[config.mk]
export PLATFORM = sky130hd
export DESIGN_NAME = nco_back
export DESIGN_NICKNAME = d
export VERILOG_FILES = /design/src/rtl/core/nco_pkg.sv /design/src/rtl/core/nco_back.sv
export SDC_FILE = /design/constraint.sdc
export NUM_CORES = 1
export LEC_CHECK = 0
export BUFFER_PORTS_ARGS = -buffer_cell sky130_fd_sc_hd__buf_2
export CORE_MARGIN = 2
export CORE_UTILIZATION = 43
export DETAILED_ROUTE_END_ITERATION = 10
export PLACE_DENSITY_LB_ADDON = 0.05
export RECOVER_POWER = 50
export SYNTH_ARGS = -nofsm -noshare
export SYNTH_HDL_FRONTEND = slang
export SYNTH_SLANG_ARGS = --single-unit
[constraint.sdc]
create_clock -name clock -period 2.41 [get_ports clock]
set_clock_uncertainty 0.2 [all_clocks]
set_input_delay 0.241 -clock clock [delete_from_list [all_inputs] [get_ports clock]]
set_output_delay 0.241 -clock clock [all_outputs]
set_load 0.02 [all_outputs]
[src/rtl/core/nco_pkg.sv]
package nco_pkg;

   localparam int PHASE_BITS      = 32;
   localparam int TABLE_ADDR_BITS = 10;
   localparam int SAMPLE_BITS     = 16;
   localparam int CFG_BITS        = 32;

   localparam int TABLE_SIZE    = 1 << TABLE_ADDR_BITS;
   localparam int REQ_DATA_BITS = 8;
   localparam int RSP_DATA_BITS = ((SAMPLE_BITS + 7) / 8) * 8;
   localparam int U_SHIFT       = 29 - TABLE_ADDR_BITS;

   localparam int QUEUE_DEPTH     = 4;
   localparam int QUEUE_PTR_BITS  = $clog2(QUEUE_DEPTH);
   localparam int QUEUE_CNT_BITS  = QUEUE_PTR_BITS + 1;

   localparam logic [SAMPLE_BITS-1:0] SAMPLE_AMP = {1'b0, {(SAMPLE_BITS-1){1'b1}}};
   localparam logic [PHASE_BITS-1:0]  STEP_RESET = PHASE_BITS'(32'd21474836);

   // Q30 polynomial coefficients for sin(pi/2*u)
   localparam logic [31:0] POLY_C1 = 32'd1686629713;
   localparam logic [31:0] POLY_C3 = 32'd693598668;
   localparam logic [31:0] POLY_C5 = 32'd85569306;
   localparam logic [31:0] POLY_C7 = 32'd5026997;
   localparam logic [31:0] POLY_C9 = 32'd172272;
   localparam logic [63:0] Q30_HALF = 64'd1 << 29;

   // table build operations, each a multiply step followed by a combine step
   localparam logic [2:0] OP_SQUARE  = 3'd0;
   localparam logic [2:0] OP_C7      = 3'd1;
   localparam logic [2:0] OP_C5      = 3'd2;
   localparam logic [2:0] OP_C3      = 3'd3;
   localparam logic [2:0] OP_C1      = 3'd4;
   localparam logic [2:0] OP_TIMES_U = 3'd5;
   localparam logic [2:0] OP_SCALE   = 3'd6;
   localparam logic [3:0] INIT_LAST_STEP = {OP_SCALE, 1'b1};

   typedef struct packed {
      logic [TABLE_ADDR_BITS-1:0] addr;
      logic                       negate;
      logic                       last;
   } nco_entry_type;

   typedef struct packed {
      logic                       en;
      logic [TABLE_ADDR_BITS-1:0] addr;
      logic [SAMPLE_BITS-1:0]     data;
   } nco_wr_type;

endpackage

[src/rtl/core/nco_back.sv]
module nco_back
   import nco_pkg::*;
(
   input  logic                        clock,
   input  logic                        reset,
   input  logic                        q_valid,
   input  nco_entry_type               q_entry,
   output logic                        q_pop,
   output logic                        rd_en,
   output logic [TABLE_ADDR_BITS-1:0]  rd_addr,
   input  logic [SAMPLE_BITS-1:0]      rd_data,
   output logic                        rsp_tvalid,
   input  logic                        rsp_tready,
   output logic signed [SAMPLE_BITS-1:0] rsp_sample,
   output logic                        rsp_last
);

   logic                   s1_valid_ff, s1_valid_in;
   logic                   s1_negate_ff;
   logic                   s1_last_ff;
   logic                   out_valid_ff, out_valid_in;
   logic [SAMPLE_BITS-1:0] out_sample_ff, out_sample_in;
   logic                   out_last_ff;
   logic                   advance;

   assign advance = !out_valid_ff || rsp_tready;
   assign q_pop   = q_valid && (!s1_valid_ff || advance);
   assign rd_en   = q_pop;
   assign rd_addr = q_entry.addr;

   always_comb begin
      s1_valid_in   = q_pop ? 1'b1 : (advance ? 1'b0 : s1_valid_ff);
      out_valid_in  = advance ? s1_valid_ff : out_valid_ff;
      out_sample_in = s1_negate_ff ? SAMPLE_BITS'(~rd_data + 1'b1) : rd_data;
   end

   always_ff @(posedge clock) begin
      if (reset) begin
         s1_valid_ff  <= 1'b0;
         out_valid_ff <= 1'b0;
      end else begin
         s1_valid_ff  <= s1_valid_in;
         out_valid_ff <= out_valid_in;
      end
      if (q_pop) begin
         s1_negate_ff <= q_entry.negate;
         s1_last_ff   <= q_entry.last;
      end
      if (advance && s1_valid_ff) begin
         out_sample_ff <= out_sample_in;
         out_last_ff   <= s1_last_ff;
      end
   end

   assign rsp_tvalid = out_valid_ff;
   assign rsp_sample = out_sample_ff;
   assign rsp_last   = out_last_ff;

   a_pop_needs_entry: assert property (@(posedge clock) disable iff (reset)
      q_pop |-> q_valid)
      else $error("pop from empty queue");

   a_stage_holds: assert property (@(posedge clock) disable iff (reset)
      (s1_valid_ff && !advance) |=> s1_valid_ff)
      else $error("read stage dropped a transaction");

endmodule

==> impl_metrics.env <==
export IMPL_diodes=0
export IMPL_synthDistinctLibCells=24
export IMPL_regToRegEndpoint="rsp_sample[10]"
export IMPL_place_ws_ns=0.6655
export IMPL_max_cap_violations=0
export IMPL_grt_max_degree=17
export IMPL_hold_violations=0
export IMPL_min_delay_start="rd_data[15]"
export IMPL_grt_usage_pct=15.60
export IMPL_synth_async_reset_ratio_pct=0
export IMPL_clock_sinks=21
export IMPL_slew_viol_final=0
export IMPL_worst_pin_slew_ns=0.5217
export IMPL_num_vias=764
export IMPL_synthCells=86
export IMPL_rows=18
export IMPL_place_inst=147
export IMPL_synthFlopType="edfxtp_1"
export IMPL_fin_ws_ns=0.5677
export IMPL_stdcell_count=156
export IMPL_r2r_setup_slack_ns=0.84
export IMPL_die_y_um=54.00
export IMPL_crit_fanout=4
export IMPL_vias_per_cell=4.897
export IMPL_relSlewSlack_pct=65.22
export IMPL_synth_area_sq_mm=0.001075
export IMPL_cts_setup_buffers=0
export IMPL_vdd_drop_max_uv=409.8
export IMPL_hp_class="in2reg"
export IMPL_dr_pass1_iters=4
export IMPL_worst_setup_path_end_kind="primary output"
export IMPL_timing_fmax_mhz=542.8
export IMPL_synth_nets=119
export IMPL_clockBufferDepth=2
export IMPL_worstSetupStartpointType="register"
export IMPL_hold_path_end="rsp_sample[15]"
export IMPL_nFillCells=232
export IMPL_clkTransAtPathRegs_ns=0.11
export IMPL_clk_latency_ns=0.29
export IMPL_post_dp_hpwl_um=1550
export IMPL_rsz0062_at_grt="false"
export IMPL_dieArea_sq_mm=0.002915
export IMPL_gp_congestion=0.7863
export IMPL_critical_path_required_ns=1.97
export IMPL_wl_um=2013
export IMPL_drc=0
export IMPL_htree_levels=1
export IMPL_final_nets=160
export IMPL_design_core_area_sq_mm=0.002432
export IMPL_portBuffers=41
export IMPL_grt_pass1_wl_um=3180
export IMPL_wl_per_cell_um=12.90
export IMPL_synth_edf_count=19
export IMPL_areaGrowthSynthToFinish_pct=20.49
export IMPL_reg2reg_depth=3
export IMPL_ys_warn_count=0
export IMPL_crit_type="reg2out"
export IMPL_p_leak_nw=0.4633
export IMPL_cp_arrival_ns=1.40
export IMPL_status="finished clean"
export IMPL_synth_seq_cells=21
export IMPL_finalCriticalPeriod_ns=1.842
export IMPL_setup_tns_ns=0
export IMPL_avgSynthCellArea_sq_um=12.50
export IMPL_cts_made_buffers=3
export IMPL_finish_utilization_pct=53.24
export IMPL_die_w_um=54.00
export IMPL_grt_pass1_vias=771
export IMPL_fin_crit_sh_pct=76.44
export IMPL_io_pins=62
export IMPL_setup_viol=0
export IMPL_cts_root_buf="clkbuf_4"
export IMPL_antenna_found_initial=0
export IMPL_seq_area_frac_synth_pct=56.81
export IMPL_drt_initial_drc_count=3
export IMPL_worstReg2RegStart="rsp_tvalid"
export IMPL_start_util_pct=44.19
export IMPL_p_per_area_mw_per_mm2=562.9
export IMPL_drive_above_1_share_pct=26.19
export IMPL_hold_depth=2
export IMPL_gr_total_overflow=0
export IMPL_cts_tree="yes"
export IMPL_antenna_left=0
export IMPL_cp_startpoint="rsp_tvalid"
export IMPL_whs_ns=0.02973
state kept, by name, summed over array words and instances (netlist names):
signal and count:
rsp_last 1, s1_last_ff 1, s1_valid_ff 1, s1_negate_ff 1, rsp_sample 16, rsp_tvalid 1
cells in the mapped netlist, drive strengths merged, types with 2 or more instances:
cell | count | area [sq um]
nand2 | 8 | 35.03
edfxtp | 19 | 570.6
nor2 | 6 | 22.52
inv | 2 | 7.510
nor2b | 2 | 12.51
o31ai | 6 | 55.05
nor3 | 2 | 10.01
dfxtp | 2 | 40.04
o21ai | 4 | 20.01
buf | 11 | 82.58
xnor2 | 14 | 122.6
metal layers:
layer  track usage (%)  share of wire [%]  up-vias
li1                  -                  -      373
met1             16.99                 40      342
met2             26.22                 49       41
met3             3.889                8.6        8
met4             11.25                3.1        0
met5                 0                  0        -
worst max path at each step:
stage,to,slack (ns),cells after the start
2_1_floorplan,rd_en,0.45,3
3_3_place_gp,rsp_sample[11],0.75,5
3_5_place_dp,rsp_sample[11],0.67,5
4_1_cts,q_pop,0.51,3
5_1_grt,q_pop,0.42,3
6_report,q_pop,0.57,3
final cells by class:
| class | instances | area [sq um] | area share [%] |
|---|---|---|---|
| flip-flops and latches | 21 | 610.6 | 47.15 |
| multi-input cells | 51 | 370.4 | 28.60 |
| repair buffers | 48 | 242.7 | 18.74 |
| well taps | 30 | 37.54 | 2.899 |
| clock buffers | 4 | 26.28 | 2.029 |
| inverters | 2 | 7.507 | 0.5797 |
kinds of logic after synthesis:
group / after synthesis / synth area share [%]
compound gates: 13 / 9.662
xor+xnor: 14 / 11.41
fa+ha+maj: 1 / 1.164
buf+inv: 14 / 8.731
flops: 21 / 56.81
simple gates: 23 / 12.22
worst max-delay path, cell delays in order, from the launching register on:
cell and delay, ns:
dfxtp_1 0.32, nor2b_1 0.15, a21boi_0 0.39, buf_2 0.25
cell usage in the layout (no fill, tap or decap):
master	Yosys	layout
nand2_2	2	2
buf_2	0	22
clkbuf_1	1	21
nand3_1	1	1
dlygate4sd3_1	0	5
o31ai_1	4	4
edfxtp_1	19	19
nand3b_1	1	1
ha_1	1	1
o21ai_0	3	3
nand2_1	6	6
o41ai_2	1	1
nor2_1	6	6
nand2b_1	1	1
o31ai_2	2	2
clkbuf_4	0	3
o21ai_1	1	1
xnor2_1	14	14
a21boi_0	1	1
a21oi_1	1	1
inv_1	2	2
buf_4	11	1
or3_4	1	1
nor3_1	2	2
nor4_4	1	1
nor2b_1	2	2
dfxtp_1	2	2
report_power, final:
| group | internal (W) | switching, W |
|---|---|---|
| Sequential | 0.000425 | 0.00000963 |
| Clock | 0.0000644 | 0.000101 |
| Combinational | 0.0000536 | 0.0000755 |
through the flow:
| step | power [W] | cell area (sq um) |
|---|---|---|
| after floorplan | 0.0005400 | 1075 |
| after global placement | 0.0005685 | 1246 |
| after detailed placement | 0.0005716 | 1246 |
| after CTS | 0.0007471 | 1323 |
| after global routing | 0.0007703 | 1295 |
| final | 0.0007290 | 1295 |
what timing repair did:
action	4_1_cts	5_1_grt
gates resized for setup	0	0
hold endpoints to repair	5	0
hold buffers	5	0
Note: power is estimated with default switching activity, not from simulation.
