--- config.mk ---
export PLATFORM = sky130hd
export DESIGN_NAME = nco_init
export DESIGN_NICKNAME = d
export VERILOG_FILES = /design/src/rtl/core/nco_pkg.sv /design/src/rtl/core/nco_init.sv
export SDC_FILE = /design/constraint.sdc
export NUM_CORES = 2
export LEC_CHECK = 0
export BUFFER_PORTS_ARGS = -buffer_cell sky130_fd_sc_hd__buf_2
export CAP_MARGIN = 20
export CORE_AREA = 2 2 272 381
export DETAILED_ROUTE_END_ITERATION = 8
export DIE_AREA = 0 0 274 383
export GPL_TIMING_DRIVEN = 0
export HOLD_SLACK_MARGIN = 0.02
export PLACE_DENSITY = 0.55
export SYNTH_ARGS = -nofsm -noshare
export SYNTH_HDL_FRONTEND = slang
export SYNTH_SLANG_ARGS = --single-unit
--- constraint.sdc ---
create_clock -name clock -period 14.7 [get_ports clock]
set_input_delay 3.675 -clock clock [delete_from_list [all_inputs] [get_ports clock]]
set_output_delay 3.675 -clock clock [all_outputs]
set_load 0.01 [all_outputs]
--- src/rtl/core/nco_pkg.sv ---
package nco_pkg;

   localparam int PHASE_BITS      = 32;
   localparam int TABLE_ADDR_BITS = 10;
   localparam int SAMPLE_BITS     = 16;
   localparam int CFG_BITS        = 32;

   localparam int TABLE_SIZE    = 1 << TABLE_ADDR_BITS;
   localparam int REQ_DATA_BITS = 8;
   localparam int RSP_DATA_BITS = ((SAMPLE_BITS + 7) / 8) * 8;
   localparam int U_SHIFT       = 29 - TABLE_ADDR_BITS;

   localparam int QUEUE_DEPTH     = 4;
   localparam int QUEUE_PTR_BITS  = $clog2(QUEUE_DEPTH);
   localparam int QUEUE_CNT_BITS  = QUEUE_PTR_BITS + 1;

   localparam logic [SAMPLE_BITS-1:0] SAMPLE_AMP = {1'b0, {(SAMPLE_BITS-1){1'b1}}};
   localparam logic [PHASE_BITS-1:0]  STEP_RESET = PHASE_BITS'(32'd21474836);

   // Q30 polynomial coefficients for sin(pi/2*u)
   localparam logic [31:0] POLY_C1 = 32'd1686629713;
   localparam logic [31:0] POLY_C3 = 32'd693598668;
   localparam logic [31:0] POLY_C5 = 32'd85569306;
   localparam logic [31:0] POLY_C7 = 32'd5026997;
   localparam logic [31:0] POLY_C9 = 32'd172272;
   localparam logic [63:0] Q30_HALF = 64'd1 << 29;

   // table build operations, each a multiply step followed by a combine step
   localparam logic [2:0] OP_SQUARE  = 3'd0;
   localparam logic [2:0] OP_C7      = 3'd1;
   localparam logic [2:0] OP_C5      = 3'd2;
   localparam logic [2:0] OP_C3      = 3'd3;
   localparam logic [2:0] OP_C1      = 3'd4;
   localparam logic [2:0] OP_TIMES_U = 3'd5;
   localparam logic [2:0] OP_SCALE   = 3'd6;
   localparam logic [3:0] INIT_LAST_STEP = {OP_SCALE, 1'b1};

   typedef struct packed {
      logic [TABLE_ADDR_BITS-1:0] addr;
      logic                       negate;
      logic                       last;
   } nco_entry_type;

   typedef struct packed {
      logic                       en;
      logic [TABLE_ADDR_BITS-1:0] addr;
      logic [SAMPLE_BITS-1:0]     data;
   } nco_wr_type;

endpackage

--- src/rtl/core/nco_init.sv ---
module nco_init
   import nco_pkg::*;
(
   input  logic       clock,
   input  logic       reset,
   output nco_wr_type wr,
   output logic       done
);

   logic [TABLE_ADDR_BITS-1:0] idx_ff, idx_in;
   logic [3:0]                 step_ff, step_in;
   logic                       done_ff, done_in;
   logic [63:0]                prod_ff, prod_in;
   logic [31:0]                u2_ff, u2_in;
   logic [31:0]                acc_ff, acc_in;

   logic [2:0]  op;
   logic [29:0] u;
   logic [31:0] mul_a, mul_b;
   logic [31:0] prod_q30;
   logic [33:0] rounded;

   assign op       = step_ff[3:1];
   assign u        = 30'({idx_ff, 1'b1}) << U_SHIFT;
   assign prod_q30 = prod_ff[61:30];
   assign rounded  = 34'((prod_ff + Q30_HALF) >> 30);

   always_comb begin
      case (op)
         OP_SQUARE: begin
            mul_a = 32'(u);
            mul_b = 32'(u);
         end
         OP_C7: begin
            mul_a = u2_ff;
            mul_b = POLY_C9;
         end
         OP_C5, OP_C3, OP_C1: begin
            mul_a = u2_ff;
            mul_b = acc_ff;
         end
         OP_TIMES_U: begin
            mul_a = 32'(u);
            mul_b = acc_ff;
         end
         OP_SCALE: begin
            mul_a = acc_ff;
            mul_b = 32'(SAMPLE_AMP);
         end
         default: begin
            mul_a = '0;
            mul_b = '0;
         end
      endcase
   end

   always_comb begin
      idx_in  = idx_ff;
      step_in = step_ff;
      done_in = done_ff;
      prod_in = prod_ff;
      u2_in   = u2_ff;
      acc_in  = acc_ff;
      wr.en   = 1'b0;
      wr.addr = idx_ff;
      wr.data = (rounded > 34'(SAMPLE_AMP)) ? SAMPLE_AMP : SAMPLE_BITS'(rounded);
      if (!done_ff) begin
         if (!step_ff[0]) begin
            prod_in = 64'(mul_a) * 64'(mul_b);
         end else begin
            case (op)
               OP_SQUARE:  u2_in  = prod_q30;
               OP_C7:      acc_in = POLY_C7 - prod_q30;
               OP_C5:      acc_in = POLY_C5 - prod_q30;
               OP_C3:      acc_in = POLY_C3 - prod_q30;
               OP_C1:      acc_in = POLY_C1 - prod_q30;
               OP_TIMES_U: acc_in = prod_q30;
               OP_SCALE:   wr.en  = 1'b1;
               default:    acc_in = acc_ff;
            endcase
         end
         if (step_ff == INIT_LAST_STEP) begin
            step_in = '0;
            idx_in  = idx_ff + 1'b1;
            if (idx_ff == TABLE_ADDR_BITS'(TABLE_SIZE - 1)) begin
               done_in = 1'b1;
            end
         end else begin
            step_in = step_ff + 1'b1;
         end
      end
   end

   always_ff @(posedge clock) begin
      if (reset) begin
         idx_ff  <= '0;
         step_ff <= '0;
         done_ff <= 1'b0;
      end else begin
         idx_ff  <= idx_in;
         step_ff <= step_in;
         done_ff <= done_in;
      end
      prod_ff <= prod_in;
      u2_ff   <= u2_in;
      acc_ff  <= acc_in;
   end

   assign done = done_ff;

   a_done_sticky: assert property (@(posedge clock) disable iff (reset)
      done_ff |=> done_ff)
      else $error("table build restarted");

   a_no_write_after_done: assert property (@(posedge clock) disable iff (reset)
      done_ff |-> !wr.en)
      else $error("table write after build finished");

endmodule

==> metrics.csv <==
stage,metric,value,unit
outcome,status,"complete, but fails checks",
clock_tree,hold_buf cts,0,
routing,DR iter-0 viols,3146,
logic_synthesis,syn_area_per_cell,8.66,um2
logic_synthesis,YS warnings,0,
global_routing,grt total ovfl,0,
timing,final period utilization,83.4,%
clock_tree,Root Driver,clkbuf_16,
timing,Worst Clk Skew,12.1,ps
clock_tree,clk buf depth,2,
floorplan,die span in y,383,um
clock_tree,clk_lat worst skew,420,ps
global_routing,vias in the first global route,35900,
clock_tree,Post-CTS Resized,0,
timing,RSZ-0062 raised after global routing,false,
worst_setup_path,cell mode on critical path,fa_1,
floorplan,Core Region,102000,um2
clock_tree,H-tree depth,4,
logic_synthesis,Post-synth EDFFs,99,
routing,DRC viols,0,
hold_path,Worst Hold Class,flop to flop,
logic_synthesis,Syn Nets,5849,
logic_synthesis,post-synth cell types,81,
power,PwrDens,57.9,nW/um2
clock_tree,Setup Buffers After CTS,0,
logic_synthesis,"flops & latches, synth",114,
logic_synthesis,Main synth FF type,edfxtp_1,
timing,Max Clk Rate,81.6,MHz
timing,Slew @ Worst Pin,1620,ps
worst_setup_path,CP max FO,10,
worst_setup_path,Critical Path End Type,flop,
power,VDD IR-drop max,0.0625,mV
routing,post-route ant nets,0,
worst_setup_path,Worst setup SP type,flop,
timing,final worst slack,2450,ps
clock_tree,clock slew at reported path FFs,70,ps
placement,HPWL after DPL,144000,um
floorplan,number of cell rows,139,
clock_tree,CTS tree,yes,
layout,area grow syn2layout,7.74,%
floorplan,Die ar.,105000,um2
clock_tree,clk sinks,114,
layout,fraction of layout cells with a size suffix above 1,3.78,%
logic_synthesis,"Seq/Total Area, Yosys",8.12,%
run,max cap viols,0,
logic_synthesis,top-area cell type share of the netlist area,44.5,%
worst_setup_path,Worst Path Required,14850,ps
layout,"most common cell after layout, fill and taps aside",inv_1,
worst_setup_path,CP arrival,12400,ps
logic_synthesis,cell taking the most area after synthesis,fa_1,
routing,Final Routed Wirelength,173000,um
timing,Final TNS setup,0,ps
worst_setup_path,Worst path slowest cell,a221oi_1,
logic_synthesis,Mapped Cells,4655,
layout,register area,3270,um2
routing,Vias,34600,
timing,Fin. Hold Viols,0,
routing,routed len/inst,28.4,um
placement,GP Congestion,1.04,
timing,Slew headroom,-7.98,%
routing,DR pass1 iterations,6,
floorplan,I/O pin cnt,30,
layout,most frequent cells in the layout,"934 x inv_1, 897 x fa_1, 655 x nand2_1, 608 x nor2_1, 295 x ha_1",
power,Lkg Pwr,20.1,nW
global_routing,initial antenna violation count,10,
layout,Layout Nets,5945,
outcome,failing checks,max-slew violations,
logic_synthesis,Syn Std Cell Area,40300,um2
global_routing,gr usage total,33.9,%
logic_synthesis,ys async rst share,0,%
timing,Final min period,12250,ps
floorplan,DIE WIDTH,274,um
timing,Final Setup Violations,0,
routing,vias per cell,5.66,
worst_setup_path,Critical Path Max Stage Delay,1170,ps
worst_setup_path,CP Class,flop to flop,
timing,max-slew violations,4,
floorplan,initial core utilization,39.6,%
clock_tree,total CTS buffers,17,
global_routing,largest net degree at the start of global routing,33,
layout,multi-input logic area,32700,um2
logic_synthesis,Synth area leaders,"fa_1 45%, ha_1 9.2%, inv_1 8.7%, edfxtp_1 7.4%, nand2_1 6.1%",
global_routing,first-pass GRT wire length,251000,um
placement,Placement Setup Slack,2990,ps
placement,PortBufs,28,
layout,FILL cells,10600,
## cells in the mapped netlist (7+ instances only)
cell type,number
a211oi_1,27
a21o_1,36
a21oi_1,140
a221o_1,13
a221oi_1,12
a22o_1,20
a22oi_1,37
a31oi_1,18
and2_1,23
and3_1,17
buf_1,22
buf_2,10
clkbuf_1,214
dfxtp_1,15
edfxtp_1,99
fa_1,897
ha_1,295
inv_1,934
mux2_2,11
mux2i_1,12
nand2_1,655
nand2_2,10
nand2b_1,26
nand3_1,33
nand4_1,38
nor2_1,609
nor2b_1,32
nor3_1,24
nor4_1,8
o211ai_1,14
o21a_1,19
o21ai_0,93
o21bai_1,19
o221ai_1,7
o22ai_1,9
or2_2,12
xnor2_1,70
xor2_1,31
## sequential cells by signal, summed over array words and instances, names as in the netlist
signal and cells:
step_ff 4, prod_ff 35, idx_ff 10, acc_ff 32, done 1, u2_ff 32
## metal layers
layer,GRT usage (%),share of wire [%],vias up,routed length [um]
met2,55.1,47,1904,81300
met1,37.7,34,17500,58100
met3,8.17,8.7,640,15100
met4,27.7,11,8,18700
met5,0,0.035,-,61
li1,-,-,14500,-
## power breakdown
| part | switching (W) | internal (W) |
|---|---|---|
| Combinational | 0.00108 | 0.000501 |
| Sequential | 0.0000897 | 0.000431 |
| Clock | 0.000175 | 0.000239 |
| Total | 0.00135 | 0.00117 |
## worst max-delay path, delay by kind of cell (launching register included)
family	cells	cell delay, ps
AND/OR/NAND/NOR	1	150
flip-flops	1	320
XOR/XNOR	1	170
buffers and inverters	10	2400
adder cells (fa/ha/maj)	9	4890
multiplexers	1	400
AO/OA/AOI/OAI	8	3660
## logic make-up after synthesis
logic type	Yosys count	share of synthesized area, %
XOR/XNOR	101	2.19
AND/OR/NAND/NOR	1518	15.7
multiplexers	23	0.605
AO/OA/AOI/OAI	524	8.61
flip-flops	114	8.12
buffers and inverters	1182	11.1
adder cells (fa/ha/maj)	1192	53.7
other	1	0.00930
## stage by stage
step	power (W)	std cells	util, %	hold WS, ps	area (um2)
CTS	0.00247	6091	42.5	437	43300
detailed placement	0.00205	6059	41.9	427	42700
finish	0.00252	6110	42.6	437	43400
global route	0.00264	6103	42.6	458	43400
global placement	0.00202	6022	41.3	426	42100
floorplan	0.00138	4655	-	421	40300
## final timing paths
check                                  from           to  slack (ps)  cells past startpoint
worst min register to register  prod_ff[51]    u2_ff[21]         440                      0
worst min-delay path            prod_ff[51]    u2_ff[21]         440                      0
worst max-delay path             step_ff[3]  prod_ff[63]        2450                     30
worst max register to register   step_ff[3]  prod_ff[63]        2450                     30
## cell type report
class | instances | area share [%]
sequential | 114 | 7.53
antenna | 7 | 0.0403
clock inverter | 14 | 0.340
inverter | 934 | 8.07
timing repair buffer | 77 | 1.78
buffer | 248 | 2.20
clock buffer | 18 | 0.988
multi-input combinational | 3359 | 75.2
tap | 1339 | 3.86
Power figures use the tool's default switching activity.
