===== src/rtl/core/nco_pkg.sv =====
package nco_pkg;

   localparam int PHASE_BITS      = 32;
   localparam int TABLE_ADDR_BITS = 10;
   localparam int SAMPLE_BITS     = 16;
   localparam int CFG_BITS        = 32;

   localparam int TABLE_SIZE    = 1 << TABLE_ADDR_BITS;
   localparam int REQ_DATA_BITS = 8;
   localparam int RSP_DATA_BITS = ((SAMPLE_BITS + 7) / 8) * 8;
   localparam int U_SHIFT       = 29 - TABLE_ADDR_BITS;

   localparam int QUEUE_DEPTH     = 4;
   localparam int QUEUE_PTR_BITS  = $clog2(QUEUE_DEPTH);
   localparam int QUEUE_CNT_BITS  = QUEUE_PTR_BITS + 1;

   localparam logic [SAMPLE_BITS-1:0] SAMPLE_AMP = {1'b0, {(SAMPLE_BITS-1){1'b1}}};
   localparam logic [PHASE_BITS-1:0]  STEP_RESET = PHASE_BITS'(32'd21474836);

   // Q30 polynomial coefficients for sin(pi/2*u)
   localparam logic [31:0] POLY_C1 = 32'd1686629713;
   localparam logic [31:0] POLY_C3 = 32'd693598668;
   localparam logic [31:0] POLY_C5 = 32'd85569306;
   localparam logic [31:0] POLY_C7 = 32'd5026997;
   localparam logic [31:0] POLY_C9 = 32'd172272;
   localparam logic [63:0] Q30_HALF = 64'd1 << 29;

   // table build operations, each a multiply step followed by a combine step
   localparam logic [2:0] OP_SQUARE  = 3'd0;
   localparam logic [2:0] OP_C7      = 3'd1;
   localparam logic [2:0] OP_C5      = 3'd2;
   localparam logic [2:0] OP_C3      = 3'd3;
   localparam logic [2:0] OP_C1      = 3'd4;
   localparam logic [2:0] OP_TIMES_U = 3'd5;
   localparam logic [2:0] OP_SCALE   = 3'd6;
   localparam logic [3:0] INIT_LAST_STEP = {OP_SCALE, 1'b1};

   typedef struct packed {
      logic [TABLE_ADDR_BITS-1:0] addr;
      logic                       negate;
      logic                       last;
   } nco_entry_type;

   typedef struct packed {
      logic                       en;
      logic [TABLE_ADDR_BITS-1:0] addr;
      logic [SAMPLE_BITS-1:0]     data;
   } nco_wr_type;

endpackage


===== src/rtl/core/nco_front.sv =====
module nco_front
   import nco_pkg::*;
(
   input  logic                clock,
   input  logic                reset,
   input  logic                init_done,
   input  logic                csr_wen,
   input  logic [CFG_BITS-1:0] csr_wdata,
   input  logic                req_tvalid,
   output logic                req_tready,
   input  logic                req_last,
   output logic                q_valid,
   output nco_entry_type       q_entry,
   input  logic                q_pop
);

   logic [PHASE_BITS-1:0]     phase_ff, phase_in;
   logic [PHASE_BITS-1:0]     step_ff, step_in;
   nco_entry_type             q_mem_ff [QUEUE_DEPTH];
   logic [QUEUE_PTR_BITS-1:0] wr_ptr_ff, rd_ptr_ff;
   logic [QUEUE_CNT_BITS-1:0] count_ff, count_in;

   logic                       accept;
   logic [1:0]                 quad;
   logic [TABLE_ADDR_BITS-1:0] k;
   nco_entry_type              push_entry;

   assign req_tready = init_done && (count_ff != QUEUE_CNT_BITS'(QUEUE_DEPTH));
   assign accept     = req_tvalid && req_tready;

   assign quad = phase_ff[PHASE_BITS-1 -: 2];
   assign k    = phase_ff[PHASE_BITS-3 -: TABLE_ADDR_BITS];

   always_comb begin
      push_entry.addr   = quad[0] ? ~k : k;
      push_entry.negate = quad[1];
      push_entry.last   = req_last;
      phase_in = accept ? phase_ff + step_ff : phase_ff;
      step_in  = csr_wen ? PHASE_BITS'(csr_wdata) : step_ff;
      count_in = count_ff + QUEUE_CNT_BITS'(accept) - QUEUE_CNT_BITS'(q_pop);
   end

   always_ff @(posedge clock) begin
      if (reset) begin
         phase_ff  <= '0;
         step_ff   <= STEP_RESET;
         wr_ptr_ff <= '0;
         rd_ptr_ff <= '0;
         count_ff  <= '0;
      end else begin
         phase_ff <= phase_in;
         step_ff  <= step_in;
         count_ff <= count_in;
         if (accept) begin
            wr_ptr_ff <= wr_ptr_ff + 1'b1;
         end
         if (q_pop) begin
            rd_ptr_ff <= rd_ptr_ff + 1'b1;
         end
      end
      if (accept) begin
         q_mem_ff[wr_ptr_ff] <= push_entry;
      end
   end

   assign q_valid = (count_ff != '0);
   assign q_entry = q_mem_ff[rd_ptr_ff];

   a_count_bound: assert property (@(posedge clock) disable iff (reset)
      count_ff <= QUEUE_CNT_BITS'(QUEUE_DEPTH))
      else $error("queue count overflow");

   a_no_accept_during_build: assert property (@(posedge clock) disable iff (reset)
      accept |-> init_done)
      else $error("transaction accepted before table built");

endmodule


===== config.mk =====
export PLATFORM = sky130hd
export DESIGN_NAME = nco_front
export DESIGN_NICKNAME = d
export VERILOG_FILES = /design/src/rtl/core/nco_pkg.sv /design/src/rtl/core/nco_front.sv
export SDC_FILE = /design/constraint.sdc
export NUM_CORES = 1
export LEC_CHECK = 0
export ABC_AREA = 1
export BUFFER_PORTS_ARGS = -buffer_cell sky130_fd_sc_hd__buf_2
export CAP_MARGIN = 25
export CORE_ASPECT_RATIO = 0.6
export CORE_MARGIN = 1.5
export CORE_UTILIZATION = 40
export DETAILED_ROUTE_END_ITERATION = 12
export GPL_TIMING_DRIVEN = 0
export PLACE_DENSITY = 0.64
export SETUP_SLACK_MARGIN = 0.05
export SYNTH_ARGS = -nofsm -noshare
export SYNTH_HDL_FRONTEND = slang
export SYNTH_SLANG_ARGS = --single-unit

===== constraint.sdc =====
create_clock -name clock -period 2.2 [get_ports clock]
set_input_delay 0.44 -clock clock [delete_from_list [all_inputs] [get_ports clock]]
set_output_delay 0.44 -clock clock [all_outputs]
set_load 0.03 [all_outputs]

==> results by group, run 1 <==
Drt
  • Drt pass-1 iters: 5
  • Avg Vias per Cell: 4.814
  • DRC Markers: 0
  • Vias post-DR: 6167
  • WL final: 19260 µm
  • Initial DRC count: 610
  • Routed len/inst: 15.03 µm
  • Routed Antenna Nets: 0

Pwr
  • Total power: 7479 µW
  • PD cells: 895.4 mW/mm²
  • Worst vdd ir: 0.5106 mV
  • Pleak: 0.004244 µW

STA
  • Final min period: 2.083 ns
  • Final Hold Violating Endpoints: 0
  • Final setup violation count: 0
  • Slew Viols, Final: 0
  • RSZ-0062 raised after global routing: true
  • Worst-margin pin slew: 0.6253 ns
  • Clock skew: 0.01131 ns
  • Tcrit/Tclk final: 0.9468
  • Max-slew headroom: 0.5831
  • Fmax: 480.1 MHz

Yosys
  • Post-synth EDFFs: 48
  • Sequential area share after synthesis: 0.4131
  • Mean post-synth cell area: 7.342 µm²
  • Cells after synthesis: 957
  • Async S/R FF share, synth: 0
  • Library cells used by synthesis: 33
  • Area contributors post-synth: dfxtp_1 (21%), edfxtp_1 (21%), nand2_1 (13%), inv_1 (7.7%), ha_1 (6.6%)
  • Yosys warnings: 0
  • #FFs+latches synth: 121
  • Area share of the largest cell type after synthesis: 0.2080
  • Netlist Area Pre-Place: 0.007027 mm²
  • Syn Nets: 1035
  • Post-synth top area cell: dfxtp_1
  • Primary FF master, synth: dfxtp_1

Cells and area
  • Layout Nets: 1112
  • Final core utilization: 0.4863
  • Diodes inserted: 0
  • Layout cells sized above 1: 0.1566
  • Area growth, synth to finish: 18.87%

Worst hold path
  • Worst Hold Class: input pin to flip-flop

Placed design
  • Final GP Congestion: 0.9564
  • DP Wirelength: 15000 µm
  • IO Port Bufs: 52

Clocking
  • Num CTS Buffers: 17
  • Clock Sinks: 121
  • CTS Buffer Depth: 2
  • Clk Latency, worst-skew pair: 0.43 ns
  • Clock transition at path regs: 0.06 ns
  • H-tree depth: 4
  • CTS tree: built
  • Hold_buf cts: 0
  • CTS root buf: clkbuf_16

Critical path
  • CP Data Required Time: 1.76 ns
  • Arrival time of the worst setup path: 1.64 ns
  • Kind of critical path: flip-flop to output pin
  • Worst Path Max Fanout: 10
  • Worst Setup End Kind: output pin
  • Startpoint types: flip-flop
  • R2r setup slk: 0.13 ns

Floorplanning
  • Die Ht: 105.7 µm
  • Die footprint: 0.01840 mm²
  • # rows: 37
  • Starting Density: 0.4091
  • Top Ports: 53
  • Core ar.: 0.01718 mm²
  • Die width: 174.1 µm

Global routing
  • GRT overflow: 0
  • Global-route wire length before repair: 30500 µm
  • Vias in the first global route: 5671
  • Largest net degree at the start of global routing: 17
  • Initial antenna violation count: 0
  • Total GRT Usage: 0.2184

Outcome
  • Outcome: complete, no violations

Job
  • Maxcap violations: 0
-- synthesized netlist by cell type (2+ instances only) --
master    number
a21oi_2        2
nand3_2        6
nor2_2         6
o22ai_1       12
clkbuf_1      17
nand4_1        3
inv_2         10
edfxtp_1      48
nor2_1       114
nand3_1       49
buf_4          2
dfxtp_1       73
nor3_2         3
a21oi_1       32
o21bai_1      10
xnor2_1        3
inv_1        144
o21ai_1        5
fa_1           2
xor2_1        23
nand2_2       14
nand2_1      251
buf_2          8
o21ai_0       59
ha_1          37
o21a_1        17
-- cell families (layout without fill, tap and decap cells) --
group / after synthesis / in the layout / synth area share
adders and majority gates: 39 / 39 / 0.07158
DFF: 121 / 121 / 0.4131
and+or+nand+nor: 450 / 450 / 0.2676
xor gates and xnor gates: 26 / 26 / 0.03241
AOI/OAI and AO/OA: 140 / 140 / 0.1161
buffers and inverters: 181 / 271 / 0.09918
-- cells in the final DEF, fill, tap and decap left out, drive strengths merged, types with 17 or more instances in the layout --
| cell | count |
|---|---|
| nor2 | 121 |
| nand2 | 265 |
| nand3 | 55 |
| edfxtp | 48 |
| ha | 37 |
| dfxtp | 73 |
| xor2 | 23 |
| o21ai | 64 |
| a21oi | 34 |
| inv | 159 |
| buf | 69 |
| o21a | 17 |
| clkbuf | 33 |
-- where the power goes --
group          total (µW)  switching (µW)  internal, µW
Combinational        1840            1210           629
Clock                2940            1130          1800
Sequential           2700             124          2580
Total                7480            2470          5010
-- path summary, 6_finish.rpt --
path	to	cells past startpoint	startpoint
min	step_ff[15]	3	csr_wdata[15]
max	q_entry[2]	5	flip-flop
min reg2reg	rd_ptr_ff[1]	1	rd_ptr_ff[1]
max reg2reg	count_ff[2]	10	count_ff[1]
-- area by class of cell --
type | instances | area (µm²)
Inverter | 154 | 585.6
Timing Repair Buffer | 58 | 310.3
Clock buffer | 17 | 425.4
Tap cell | 234 | 292.8
Buffer | 27 | 168.9
Fill cell | 1736 | 8822
Clock inverter | 15 | 188.9
Sequential cell | 121 | 2907
Multi-Input combinational cell | 655 | 3475
-- flip-flops by register name, indices dropped and copies added, names as in the netlist, named ones only --
name and flops:
step_ff 32, wr_ptr_ff 2, rd_ptr_ff 2, q_mem_ff 48, count_ff 3, phase_ff 32
-- per-stage QoR --
stage	cells	worst slack [ns]	cell area [µm²]	TNS (ns)	hold WS, ns
finish	1281	0.1170	8353	0	0.2188
detailed placement	1247	-0.1733	7657	-0.3797	0.4331
global placement	1243	-0.3070	7627	-11.82	0.4318
CTS	1280	0.07128	8325	0	0.2221
global route	1281	0.05242	8353	0	0.2189
floorplan	957	-0.02829	7074	-0.02829	0.4121
-- worst max-delay path: stages, from the launching register on --
cell and delay, ns:
dfxtp_2 0.36, inv_2 0.12, clkbuf_8 0.19, nor2_1 0.05, o22ai_1 0.27, buf_4 0.22
-- repair_timing --
item	4_1_cts	5_1_grt
setup buffers	1	1
endpoints found under the setup margin	14	16
pin swaps	1	2
gates resized for setup	17	12
-- metal layers --
metal	GRT usage	share of wire	wire, µm	vias to the layer above
li1	-	-	-	3185
met5	0	0	0	-
met4	0.03941	0.0057	110	0
met1	0.3538	0.55	10600	2787
met2	0.2803	0.36	6856	183
met3	0.05628	0.088	1695	12
(Power assumes the default switching activity.)
==> inputs of run 2 (changes only) <==
Settings changed: PLACE_DENSITY 0.64 to unset, PLACE_DENSITY_LB_ADDON set to 0.12.
==> run 2 against run 1 <==
  * Largest power group is now sequential cells
  * Hold slack lost 0.0075 ns
  * Routed wire length is 0.93% higher
  * Die area is the same
  * Core utilization fell by 0.28 points
  * Critical path depth up 5
  * Largest cell class unchanged
  * Clock-buffer cell count is the same
  * First-iteration DRC count fell by 9.0%
  * Fmax increased by 1.3%
  * Global-route usage up 0.43 points
==> results by group, run 2 (synthesis gave the netlist of run 1 again) <==
Floorplanning
  • Core ar.: 0.01718 mm² (unchanged)
  • Die footprint: 0.01840 mm² (unchanged)
  • # rows: 37 (unchanged)
  • Die Ht: 105.7 µm (unchanged)
  • Top Ports: 53 (unchanged)
  • Starting Density: 0.4091 (unchanged)
  • Die width: 174.1 µm (unchanged)

Drt
  • WL final: 19440 µm (+0.93%)
  • Routed Antenna Nets: 0 (unchanged)
  • Routed len/inst: 15.13 µm (+0.62%)
  • Avg Vias per Cell: 4.813 (about the same)
  • Vias post-DR: 6185 (+0.29%)
  • DRC Markers: 0 (unchanged)
  • Drt pass-1 iters: 6 (+1)
  • Initial DRC count: 555 (-9.0%)

Pwr
  • Pleak: 0.004227 µW (-0.41%)
  • Worst vdd ir: 0.4770 mV (-6.6%)
  • PD cells: 858.4 mW/mm² (-4.1%)

Placed design
  • IO Port Bufs: 52 (unchanged)
  • DP Cell Count: 1247 (unchanged)
  • Placed Area: 0.007661 mm² (about the same)
  • DP Wirelength: 15270 µm (+1.8%)
  • Final GP Congestion: 0.9498 (-0.69%)

STA
  • Slew Viols, Final: 0 (unchanged)
  • Tcrit/Tclk final: 0.9345 (-0.01233)
  • Final setup violation count: 0 (unchanged)
  • Clock skew: 0.008520 ns (-0.002795 ns)
  • Fmax: 486.4 MHz (+1.3%)
  • Final Hold Violating Endpoints: 0 (unchanged)
  • RSZ-0062 raised after global routing: true
  • Worst-margin pin slew: 0.7121 ns (+0.08679 ns)
  • Hold WS: 0.2112 ns (-0.007532 ns)
  • Final min period: 2.056 ns (-0.02712 ns)
  • Max-slew headroom: 0.5235 (-0.05961)

Critical path
  • Worst R2R End: count_ff[2]
  • CP Data Required Time: 2.56 ns (+0.80 ns)
  • Worst Path Max Fanout: 8 (-2)
  • Startpoint types: flip-flop
  • Kind of critical path: flip-flop to flip-flop
  • R2r setup slk: 0.14 ns (about the same)
  • Worst R2R Path Depth: 10 (unchanged)
  • Critical path capture point: count_ff[2]
  • Arrival time of the worst setup path: 2.42 ns (+0.78 ns)
  • Worst r2r src: count_ff[0]
  • Worst Setup End Kind: flip-flop
  • Critical Path Start: count_ff[0]

Cells and area
  • Top reg by flops: q_mem_ff
  • Max reg flops: 48 (unchanged)
  • Final Non-Filler Cells: 1285 (+0.31%)
  • Layout cells sized above 1: 0.1608 (+0.004161)
  • Post-route cell area: 0.008304 mm² (-0.58%)
  • Area growth, synth to finish: 18.18%
  • Diodes inserted: 0 (unchanged)
  • Final core utilization: 0.4835 (-0.002841)
  • Top Registers: q_mem_ff: 48 flops, phase_ff: 32 flops, step_ff: 32 flops
  • Layout fillers: 1743 (+0.40%)
  • Commonest non-fill, non-tap cells in the layout: nand2_1 (251), inv_1 (141), nor2_1 (114)
  • Most common cell after layout, fill and taps aside: nand2_1
  • Layout Nets: 1116 (+0.36%)

Worst hold path
  • Worst Hold Class: input pin to flip-flop
  • HP Start: csr_wdata[11]

Clocking
  • Clk Latency, worst-skew pair: 0.43 ns (about the same)
  • H-tree depth: 4 (unchanged)
  • CTS Buffer Depth: 2 (unchanged)
  • Num CTS Buffers: 17 (unchanged)
  • Clock Sinks: 121 (unchanged)
  • CTS root buf: clkbuf_16
  • Hold_buf cts: 0 (unchanged)
  • CTS tree: built
  • Clock transition at path regs: 0.06 ns (about the same)

Global routing
  • Total GRT Usage: 0.2227 (+0.004269)
  • Vias in the first global route: 5554 (-2.1%)
  • Largest net degree at the start of global routing: 17 (unchanged)
  • Global-route wire length before repair: 30750 µm (+0.79%)
  • Initial antenna violation count: 0 (unchanged)
  • GRT overflow: 0 (unchanged)

Job
  • Maxcap violations: 0 (unchanged)

Outcome
  • Outcome: complete, no violations
-- run 2: worst min path at each step --
stage	to	slack (ns)	cells past startpoint
after floorplan	flip-flop	0.41	1
after global placement	rd_ptr_ff[1]	0.43	1
after detailed placement	rd_ptr_ff[1]	0.43	1
after CTS	step_ff[11]	0.20	3
after global routing	step_ff[4]	0.22	3
final	step_ff[11]	0.21	3
-- run 2: report_power, final --
part | switching [µW] | internal (µW)
registers | 124 | 2580
logic | 1220 | 636
clock network | 1120 | 1460
-- run 2: layer usage --
layer  vias up  part of all wire  track usage  wire length (µm)
li1       3195                 -            -                 -
met1      2747              0.56       0.3665             10930
met2       227              0.33       0.2563              6352
met3        16              0.10      0.07576              1964
met4         0             0.010      0.05665               195
met5         -                 0            0                 0
-- run 2: layout make-up --
class / count / area (µm²) / share of cell area
flip-flops and latches: 121 / 2909 / 0.3503
clock buffers: 17 / 425.4 / 0.05123
well taps: 234 / 292.8 / 0.03526
repair buffers: 62 / 339.1 / 0.04083
inverters: 154 / 585.6 / 0.07051
multi-input cells: 655 / 3470 / 0.4178
clock inverters: 15 / 118.9 / 0.01431
plain buffers: 27 / 163.9 / 0.01974
-- run 2: per-stage QoR --
stage | total power [µW] | TNS, ns | worst slack (ns)
after global routing | 7535 | 0 | 0.03134
after CTS | 7134 | 0 | 0.05884
final | 7128 | 0 | 0.1441
after floorplan | 4017 | -0.02829 | -0.02829
after detailed placement | 4528 | -0.7294 | -0.1453
after global placement | 4520 | -14.69 | -0.3714
-- run 2: what timing repair did --
item                       4_1_cts  5_1_grt
buffers inserted                 0        6
setup endpoints to repair       19       29
resized for setup               13       14
pin swaps                        0        2
-- run 2: worst max-delay path, stage by stage, from the launching register on --
cell and delay, ns:
dfxtp_2 0.32, inv_1 0.07, a31oi_4 0.20, nand2_4 0.10, clkbuf_16 0.17, ha_4 0.25
inv_2 0.03, ha_4 0.14, fa_2 0.35, or2_4 0.23, a21oi_1 0.13
